===== src/design/fbpa_pkg.sv =====
// Shared types and constants for the fixed block pool allocator.
package fbpa_pkg;

    localparam int CNT_W  = 11;
    localparam int IDX_W  = 10;
    localparam int ADDR_W = 32;

    localparam logic [1:0] OP_ALLOC = 2'd0;
    localparam logic [1:0] OP_FREE  = 2'd1;
    localparam logic [1:0] OP_CLEAR = 2'd2;

    localparam logic [2:0] ST_OK          = 3'd0;
    localparam logic [2:0] ST_EMPTY       = 3'd1;
    localparam logic [2:0] ST_MISMATCH    = 3'd2;
    localparam logic [2:0] ST_NONE_IN_USE = 3'd3;
    localparam logic [2:0] ST_NULL        = 3'd4;
    localparam logic [2:0] ST_BAD_INDEX   = 3'd5;

    localparam logic [1:0] REG_BLOCK_COUNT  = 2'd0;
    localparam logic [1:0] REG_BLOCK_BYTES  = 2'd1;
    localparam logic [1:0] REG_ALIGN_BYTES  = 2'd2;
    localparam logic [1:0] REG_BASE_ADDRESS = 2'd3;

    typedef struct packed {
        logic [1:0]       op;
        logic [15:0]      request_bytes;
        logic [12:0]      request_align;
        logic [IDX_W-1:0] block_index;
        logic             handle_null;
    } item_t;

    typedef struct packed {
        logic [CNT_W-1:0]  block_count;
        logic [15:0]       block_bytes;
        logic [12:0]       align_bytes;
        logic [ADDR_W-1:0] base_address;
    } cfg_t;

    typedef struct packed {
        logic [2:0]        status;
        logic [IDX_W-1:0]  granted_index;
        logic [ADDR_W-1:0] granted_address;
        logic [CNT_W-1:0]  blocks_in_use;
    } result_t;

    typedef struct packed {
        logic [CNT_W-1:0] freed_depth;
        logic [CNT_W-1:0] fresh_mark;
        logic [CNT_W-1:0] in_use;
    } pool_state_t;

    typedef struct packed {
        logic             push;
        logic [IDX_W-1:0] push_idx;
        logic [CNT_W-1:0] wr_depth;
        logic [CNT_W-1:0] rd_depth;
    } stk_req_t;

endpackage


===== src/design/fbpa_core.sv =====
// Pool state registers and the per-request allocate/free/clear decision.
module fbpa_core #(
    parameter int NUM_BLOCKS = 1024
) (
    input  logic                        clk,
    input  logic                        rst_n,
    input  logic                        exec,
    input  fbpa_pkg::item_t             item,
    input  fbpa_pkg::cfg_t              cfg,
    input  logic [fbpa_pkg::IDX_W-1:0]  top,
    output fbpa_pkg::result_t           result,
    output fbpa_pkg::stk_req_t          stk_req,
    output fbpa_pkg::pool_state_t       state
);
    import fbpa_pkg::*;

    localparam int CAP = (NUM_BLOCKS > 2047) ? 2047 : NUM_BLOCKS;
    localparam logic [CNT_W-1:0] CAP_CNT = CNT_W'(CAP);

    pool_state_t      state_reg;
    pool_state_t      state_next;
    logic [CNT_W-1:0] usable;
    logic             size_match;
    logic             granted;
    logic             push;
    logic [IDX_W-1:0] g_idx;
    logic [2:0]       status;
    logic [16:0]      pitch;
    logic [26:0]      offset;

    assign usable     = (cfg.block_count > CAP_CNT) ? CAP_CNT : cfg.block_count;
    assign size_match = (item.request_bytes == cfg.block_bytes) &&
                        (item.request_align == cfg.align_bytes);

    always_comb
    begin
        state_next = state_reg;
        status     = ST_OK;
        granted    = 1'b0;
        push       = 1'b0;
        g_idx      = '0;
        case (item.op)
            OP_ALLOC:
            begin
                if (!size_match)
                begin
                    status = ST_MISMATCH;
                end
                else if (state_reg.freed_depth != '0)
                begin
                    granted                = 1'b1;
                    g_idx                  = top;
                    state_next.freed_depth = state_reg.freed_depth - 1'b1;
                    state_next.in_use      = state_reg.in_use + 1'b1;
                end
                else if (state_reg.fresh_mark < usable)
                begin
                    granted               = 1'b1;
                    g_idx                 = state_reg.fresh_mark[IDX_W-1:0];
                    state_next.fresh_mark = state_reg.fresh_mark + 1'b1;
                    state_next.in_use     = state_reg.in_use + 1'b1;
                end
                else
                begin
                    status = ST_EMPTY;
                end
            end
            OP_FREE:
            begin
                if (item.handle_null)
                begin
                    status = ST_NULL;
                end
                else if (state_reg.in_use == '0)
                begin
                    status = ST_NONE_IN_USE;
                end
                else if ({1'b0, item.block_index} >= state_reg.fresh_mark)
                begin
                    status = ST_BAD_INDEX;
                end
                else
                begin
                    push                   = 1'b1;
                    state_next.freed_depth = state_reg.freed_depth + 1'b1;
                    state_next.in_use      = state_reg.in_use - 1'b1;
                end
            end
            OP_CLEAR:
            begin
                state_next = '0;
            end
            default:
            begin
                state_next = state_reg;
            end
        endcase
    end

    assign pitch  = {1'b0, cfg.block_bytes} + 17'(cfg.align_bytes);
    assign offset = 27'(g_idx) * 27'(pitch);

    assign result.status          = status;
    assign result.granted_index   = g_idx;
    assign result.granted_address = granted ? (cfg.base_address + 32'(offset)) : '0;
    assign result.blocks_in_use   = state_next.in_use;

    // read address follows the depth that the next request will see
    assign stk_req.push     = exec && push;
    assign stk_req.push_idx = item.block_index;
    assign stk_req.wr_depth = state_reg.freed_depth;
    assign stk_req.rd_depth = (exec ? state_next.freed_depth : state_reg.freed_depth) - 1'b1;

    always_ff @(posedge clk or negedge rst_n)
    begin
        if (!rst_n)
        begin
            state_reg <= '0;
        end
        else if (exec)
        begin
            state_reg <= state_next;
        end
    end

    assign state = state_reg;

endmodule


===== config.mk =====
export PLATFORM = sky130hd
export DESIGN_NAME = fbpa_core
export DESIGN_NICKNAME = d
export VERILOG_FILES = /design/src/design/fbpa_pkg.sv /design/src/design/fbpa_core.sv
export SDC_FILE = /design/constraint.sdc
export NUM_CORES = 1
export LEC_CHECK = 0
export ABC_AREA = 1
export BUFFER_PORTS_ARGS = -buffer_cell sky130_fd_sc_hd__clkbuf_2
export CAP_MARGIN = 20
export CORE_UTILIZATION = 45
export CTS_CLUSTER_DIAMETER = 100
export DETAILED_ROUTE_END_ITERATION = 8
export GPL_TIMING_DRIVEN = 1
export PLACE_DENSITY = 0.75
export SLEW_MARGIN = 20
export SYNTH_ARGS = -nofsm -noshare
export SYNTH_HDL_FRONTEND = slang
export SYNTH_SLANG_ARGS = --single-unit

===== constraint.sdc =====
create_clock -name clk -period 26.1 [get_ports clk]
set_clock_uncertainty 0.05 [all_clocks]
set_input_delay 5.22 -clock clk [delete_from_list [all_inputs] [get_ports clk]]
set_output_delay 5.22 -clock clk [all_outputs]
set_load 0.02 [all_outputs]

Word level (Yosys, flattened, before mapping)

Cells that the tools add are included.

Bits in registers: 33
Output and inout port bits: 122
Logic and storage cells: 65

Add/subtract/negate cells: 8
Multiply operators: 1
$lt $le $gt $ge: 3
Eq/ne operators: 7
Multiplexer cells: 36
Reduce and logical (&&, ||, !) cells: 7

Operator list:

| cell                    | count |
|---|---|
| $mux W11                | 11 |
| $pmux W11 S3            | 2 |
| $mux W10                | 4 |
| $add A11 B1 Y11 const B | 3 |
| $mux W33                | 1 |
| $sub A11 B1 Y11 const B | 3 |
| $add A32 B27 Y32        | 1 |
| $mux W32                | 1 |
| $mul A10 B17 Y27        | 1 |
| $mux W22                | 1 |
| $pmux W11 S2            | 1 |
| $add A16 B13 Y17        | 1 |
| $eq A16 B16 Y1          | 1 |
| $mux W3                 | 5 |
| $eq A13 B13 Y1          | 1 |
| $ge A10 B11 Y1          | 1 |
| $gt A11 B11 Y1 const B  | 1 |
| $logic_not A11 Y1       | 1 |
| $lt A11 B11 Y1          | 1 |
| $reduce_bool A11 Y1     | 1 |
| $mux W1                 | 9 |
| $ne A2 B2 Y1 const B    | 3 |
| $pmux W3 S2             | 1 |
| $reduce_and A5 Y1       | 1 |
| other kinds (5)         | 6 |

Depth between registers and ports, before layout

Gate-level depths: netlist of run 1.

Depth in word-level cells: 10
Gate-level depth with buffers: 41

Worst setup path before layout of run 1

OpenSTA, ideal clock, no wires.

Path kind: input -> output
Start point: in cfg[63] (netlist bit)
End point: out result[37] (netlist bit)
Arrival: 11.961 ns
Setup slack: 8.869 ns
Stages: 35
Path buffers: 1
Cell sequence: nor2_1 nand3_1 o21ai_4 nand2_1 ha_1 a21oi_1 o21ai_0 a31oi_1 nand2_2 buf_6 o31ai_2 nand2_2 inv_1 nand2_1 fa_1 fa_1 inv_1 fa_1 fa_1 inv_1 fa_1 inv_1 ha_1 a21o_1 inv_1 nor2_1 nor2_1 nand3_1 a21oi_1 o21ai_0 a21oi_1 o21ai_0 nand2_1 nand2_1 nor2_1

RTL lines:

| what               | line            | source |
|---|---|---|
| start: declaration | fbpa_core.sv:9  | `input fbpa_pkg::cfg_t cfg,` |
| end: declaration   | fbpa_core.sv:11 | `output fbpa_pkg::result_t result,` |

==> flow_summary.json, run 1 <==
{
  "p_total_uw": 293,
  "hold-path-endpoint": "state[5]",
  "synthTopCellsByCount": "378 x nand2_1, 359 x inv_1, 182 x nor2_1",
  "num-fill-cells": 2629,
  "dieArea_um2": 27400,
  "wirelength_um": 35200,
  "synth_most_common_cell": "nand2_1",
  "ios": 249,
  "violations": "design-rule violations",
  "grt_max_degree": 34,
  "min_period_ns": 18.22,
  "postCtsHoldBufs": 0,
  "die_w_um": 165,
  "post-cts-setup-buffer-count": 0,
  "drt-vias-per-instance": 5.20,
  "yosysWarnings": 0,
  "antenna_found_initial": 0,
  "largest_register_ffs": 33,
  "max_freq_mhz": 54.9,
  "placementRows": 59,
  "drtAntennaViolNets": 0,
  "drc": 20,
  "area_delta_synth_final_pct": 11.3,
  "clockBufferDepth": 2,
  "ys.flop_type": "dfrtp_1",
  "cp_max_fo": 16,
  "worstMarginPinSlew_ns": 0.947,
  "ys_types": 51,
  "drt_iter0_markers": 814,
  "startpoint_type": "input port",
  "wire_per_inst_um": 15.5,
  "cts_tree": "built",
  "h-tree-depth": 2,
  "grt_pass1_wl_um": 56900,
  "gr-usage-all-layers": 0.266,
  "synth_area_per_cell_um2": 6.95,
  "io_buffers": 248,
  "ir_worst_vdd_mv": 0.0367,
  "fin_ws_ns": 7.88,
  "start_util": 0.460,
  "setup-tns-final_ns": 0,
  "route.vias.total": 11793,
  "r2r_end": "state[5]",
  "drive_above_1_share": 0.176,
  "numPlacedInstances": 2261,
  "status": "finished with violations",
  "max_stage_delay_ns": 0.57,
  "syn_nets": 2111,
  "r2r-start": "state[15]",
  "root_buffer": "clkbuf_16",
  "clock_sinks": 33,
  "power_density_nw_per_um2": 21.9,
  "dp_slack_ns": 7.94,
  "required_ns": 20.83,
  "dr.pass1.iters": 7,
  "finalCritPeriodShare": 0.698,
  "ys_seq_area_frac": 0.0686,
  "criticalPathCategory": "in2out",
  "rsz0062_at_grt": "false",
  "hold_start": "state[5]",
  "cts_resized": 0,
  "place_hpwl_um": 30200,
  "crit_top_cell": "fa_1",
  "synthesis.area_um2": 12000,
  "p_leak_uw": 0.00771,
  "synth_async_sr_flop_share": 1.00,
  "hold_violations": 0,
  "end_kind": "output port",
  "final_core_util": 0.512,
  "fp.coreArea_um2": 26100,
  "hold_path_class": "reg2reg",
  "synth_edf_count": 0,
  "clk_latency_ns": 0.29,
  "cpMaxStageDelayCell": "fa_1",
  "cp.arrival_ns": 12.95,
  "slew_viol_final": 0,
  "synth_seq_cells": 33,
  "ys_top_cells_by_area": "fa_1 24%, nand2_1 12%, inv_1 11%, ha_1 11%, dfrtp_1 6.9%",
  "synth_top_area_frac": 0.243,
  "grt_remaining_overflow": 0,
  "synthCells": 1732,
  "layoutNonFillerInstCount": 2269,
  "cts_buffers": 5,
  "nets": 2312,
  "grt_pass1_vias": 11644,
  "die_h_um": 165,
  "r2r.worst_path.cells": 15,
  "diodes": 0,
  "globalplace.congestion": 0.977,
  "clkTransAtPathRegs_ns": 0.06,
  "yosys.area.top_type": "fa_1",
  "holdPathStages": 2,
  "ff2ff_setup_slack_ns": 23.27,
  "maxSlewHeadroom": 0.369,
  "maxCapViolations": 0,
  "setup_violations": 0
}
-- final cells by class --
cell class / instances / area [um2] / share of cell area
Tap cell: 335 / 419 / 0.0313
Clock buffer: 6 / 129 / 0.00963
Sequential cell: 33 / 826 / 0.0617
Multi-Input combinational cell: 1265 / 9320 / 0.696
Inverter: 377 / 1420 / 0.106
Timing Repair Buffer: 251 / 1260 / 0.0944
Clock inverter: 2 / 10.0 / 0.000748
-- power breakdown --
group | internal (uW) | switching, uW
registers | 55.8 | 10.2
logic | 51.8 | 116
clock network | 35.1 | 24.6
-- metal layers --
metal  vias to the layer above  GRT usage  wire length (um)
met1                      5552      0.323             13900
met3                        65     0.0250              2230
met4                         0     0.0938              1100
li1                       5715          -                 -
met2                       461      0.485             18000
met5                         -          0                 0
-- critical path: cells and delay by family --
| family | cells | cell delay, ns |
|---|---|---|
| fa+ha+maj | 7 | 3.29 |
| compound gates | 10 | 2.26 |
| simple gates | 11 | 1.47 |
| buf+inv | 6 | 0.69 |
-- worst max path at each step --
stage | from | to | slack [ns]
after detailed placement | cfg[61] | result[37] | 7.94
after global placement | cfg[61] | result[37] | 8.15
final | cfg[61] | result[37] | 7.88
after floorplan | cfg[63] | result[37] | 8.87
after CTS | cfg[61] | result[37] | 7.93
after global routing | cfg[61] | result[37] | 7.32
-- cell families (layout without fill, tap and decap cells) --
logic type / count (synthesis) / count (layout) / share of synthesized area
compound gates: 183 / 183 / 0.0931
xor+xnor: 74 / 74 / 0.0539
fa+ha+maj: 252 / 252 / 0.353
buf+inv: 434 / 636 / 0.156
flops: 33 / 33 / 0.0686
simple gates: 756 / 756 / 0.275
-- stage by stage --
step                      hold slack, ns  instance area [um2]
after floorplan                    0.600                12000
after global placement             0.508                13200
final                              0.552                13400
after global routing               0.621                13400
after CTS                          0.553                13400
after detailed placement           0.538                13200
-- cell usage in the layout, fill, tap and decap left out, types with 6 or more instances in the layout --
cell type and count:
o31ai_2 6, xnor2_1 39, nor3_1 13, nand2_1 378, nor4_1 6, inv_2 15, nor2_2 7, nand2_2 20
inv_1 359, fa_1 146, xor2_1 35, nand3_1 108, o21ai_0 44, ha_1 106, nor2_1 182, a21oi_1 58
clkbuf_2 248, a31oi_1 13, o21ai_1 21, nand4_1 18, nor2_4 7, o22ai_1 7, dfrtp_1 33
(Power assumes the default switching activity.)
==> run 2: changes to the inputs <==
PLACE_DENSITY = 0.77   (was 0.75)
clock period = 14.9 ns   (was 26.1 ns; I/O delays follow)
==> flow_summary.json, run 2 (synthesis gave the netlist of run 1 again) <==
{
  "grt_remaining_overflow": 0,
  "cpMaxStageDelayCell": "fa_1",
  "drt-vias-per-instance": 5.25,
  "finalCritPeriodShare": 0.913,
  "cts_tree": "built",
  "dieArea_um2": 27400,
  "ios": 249,
  "die_h_um": 165,
  "max_freq_mhz": 73.5,
  "globalplace.congestion": 0.986,
  "setup_violations": 0,
  "layout_common_cells": "378 x nand2_1, 359 x inv_1, 248 x clkbuf_2",
  "wirelength_um": 35300,
  "clock_sinks": 33,
  "drc": 24,
  "violations": "design-rule violations",
  "placementRows": 59,
  "hold_ws_ns": 0.542,
  "grt_pass1_wl_um": 56300,
  "cts_resized": 0,
  "antenna_found_initial": 1,
  "die_w_um": 165,
  "postCtsHoldBufs": 0,
  "grt_pass1_vias": 11711,
  "cp_max_fo": 15,
  "io_buffers": 248,
  "fp.coreArea_um2": 26100,
  "required_ns": 11.87,
  "start_util": 0.460,
  "setup-tns-final_ns": 0,
  "p_leak_uw": 0.00770,
  "maxCapViolations": 0,
  "p_total_uw": 516,
  "drtAntennaViolNets": 0,
  "power_density_nw_per_um2": 38.6,
  "dr.pass1.iters": 7,
  "cts_buffers": 5,
  "status": "finished with violations",
  "end_kind": "output port",
  "route.vias.total": 11918,
  "area_delta_synth_final_pct": 11.2,
  "clk_latency_ns": 0.29,
  "place_hpwl_um": 30300,
  "h-tree-depth": 2,
  "nets": 2310,
  "rsz0062_at_grt": "false",
  "clockBufferDepth": 2,
  "largest_register_ffs": 33,
  "clkTransAtPathRegs_ns": 0.06,
  "startpoint_type": "input port",
  "root_buffer": "clkbuf_16",
  "gr-usage-all-layers": 0.262,
  "min_period_ns": 13.60,
  "wire_per_inst_um": 15.6,
  "drive_above_1_share": 0.175,
  "grt_max_degree": 34,
  "criticalPathCategory": "in2out",
  "hold_path_class": "reg2reg",
  "max_stage_delay_ns": 0.55,
  "hold_violations": 0,
  "maxSlewHeadroom": 0.211,
  "worstMarginPinSlew_ns": 1.18,
  "cp.arrival_ns": 10.57,
  "slew_viol_final": 0,
  "post-cts-setup-buffer-count": 0,
  "num-fill-cells": 2663,
  "drt_iter0_markers": 745,
  "layout_commonest_cell": "nand2_1",
  "ir_worst_vdd_mv": 0.0654
}
-- run 2: changes by cell type in the layout (fill, tap and decap cells not counted) --
cell	delta
clkinvlp_4	+1
clkbuf_1	-1
buf_4	-2
diode_2	+1
-- run 2: report_power, final --
group | internal (uW) | total (uW) | switching [uW]
clock | 61.4 | 106 | 45.1
sequential | 97.7 | 116 | 17.9
combinational | 90.3 | 294 | 204
-- run 2: worst max-delay path: cells and delay by family --
family / cells / cell delay, ns
buf+inv: 7 / 0.67
fa+ha+maj: 7 / 3.28
compound gates: 10 / 2.15
simple gates: 12 / 1.46
-- run 2: per-layer routing --
metal,track usage,vias up,wire (um)
met5,0,-,0
met1,0.310,5654,13700
met2,0.484,483,18100
met4,0.0963,0,1200
li1,-,5703,-
met3,0.0295,78,2390
-- run 2: area by class of cell --
cell class,instances,area [um2],area share
Multi-Input combinational cell,1265,9320,0.697
Inverter,377,1420,0.106
Timing Repair Buffer,249,1250,0.0933
Sequential cell,33,826,0.0617
Tap cell,335,419,0.0313
Clock buffer,5,125,0.00935
Clock inverter,3,17.5,0.00131
Antenna cell,1,2.50,0.000187
-- run 2: worst paths after layout --
check                           depth (start not counted)  slack, ns          to  startpoint
worst min-delay path                                    2       0.54    state[4]    state[4]
worst max-delay path                                   36       1.30  result[37]     cfg[65]
max in group asynchronous                               1      11.49    state[0]       rst_n
min in group asynchronous                               1       2.75    state[9]       rst_n
worst min register to register                          2       0.54    state[4]    state[4]
worst max register to register                         15      12.02    state[5]   state[16]
-- run 2: per-stage QoR --
stage	setup slack, ns	util	area, um2	std cells
global placement	1.48	0.506	13200	2259
finish	1.30	0.512	13400	2268
CTS	1.29	0.512	13400	2267
detailed placement	1.29	0.506	13200	2259
global route	0.682	0.512	13400	2268
floorplan	2.15	-	12000	1732
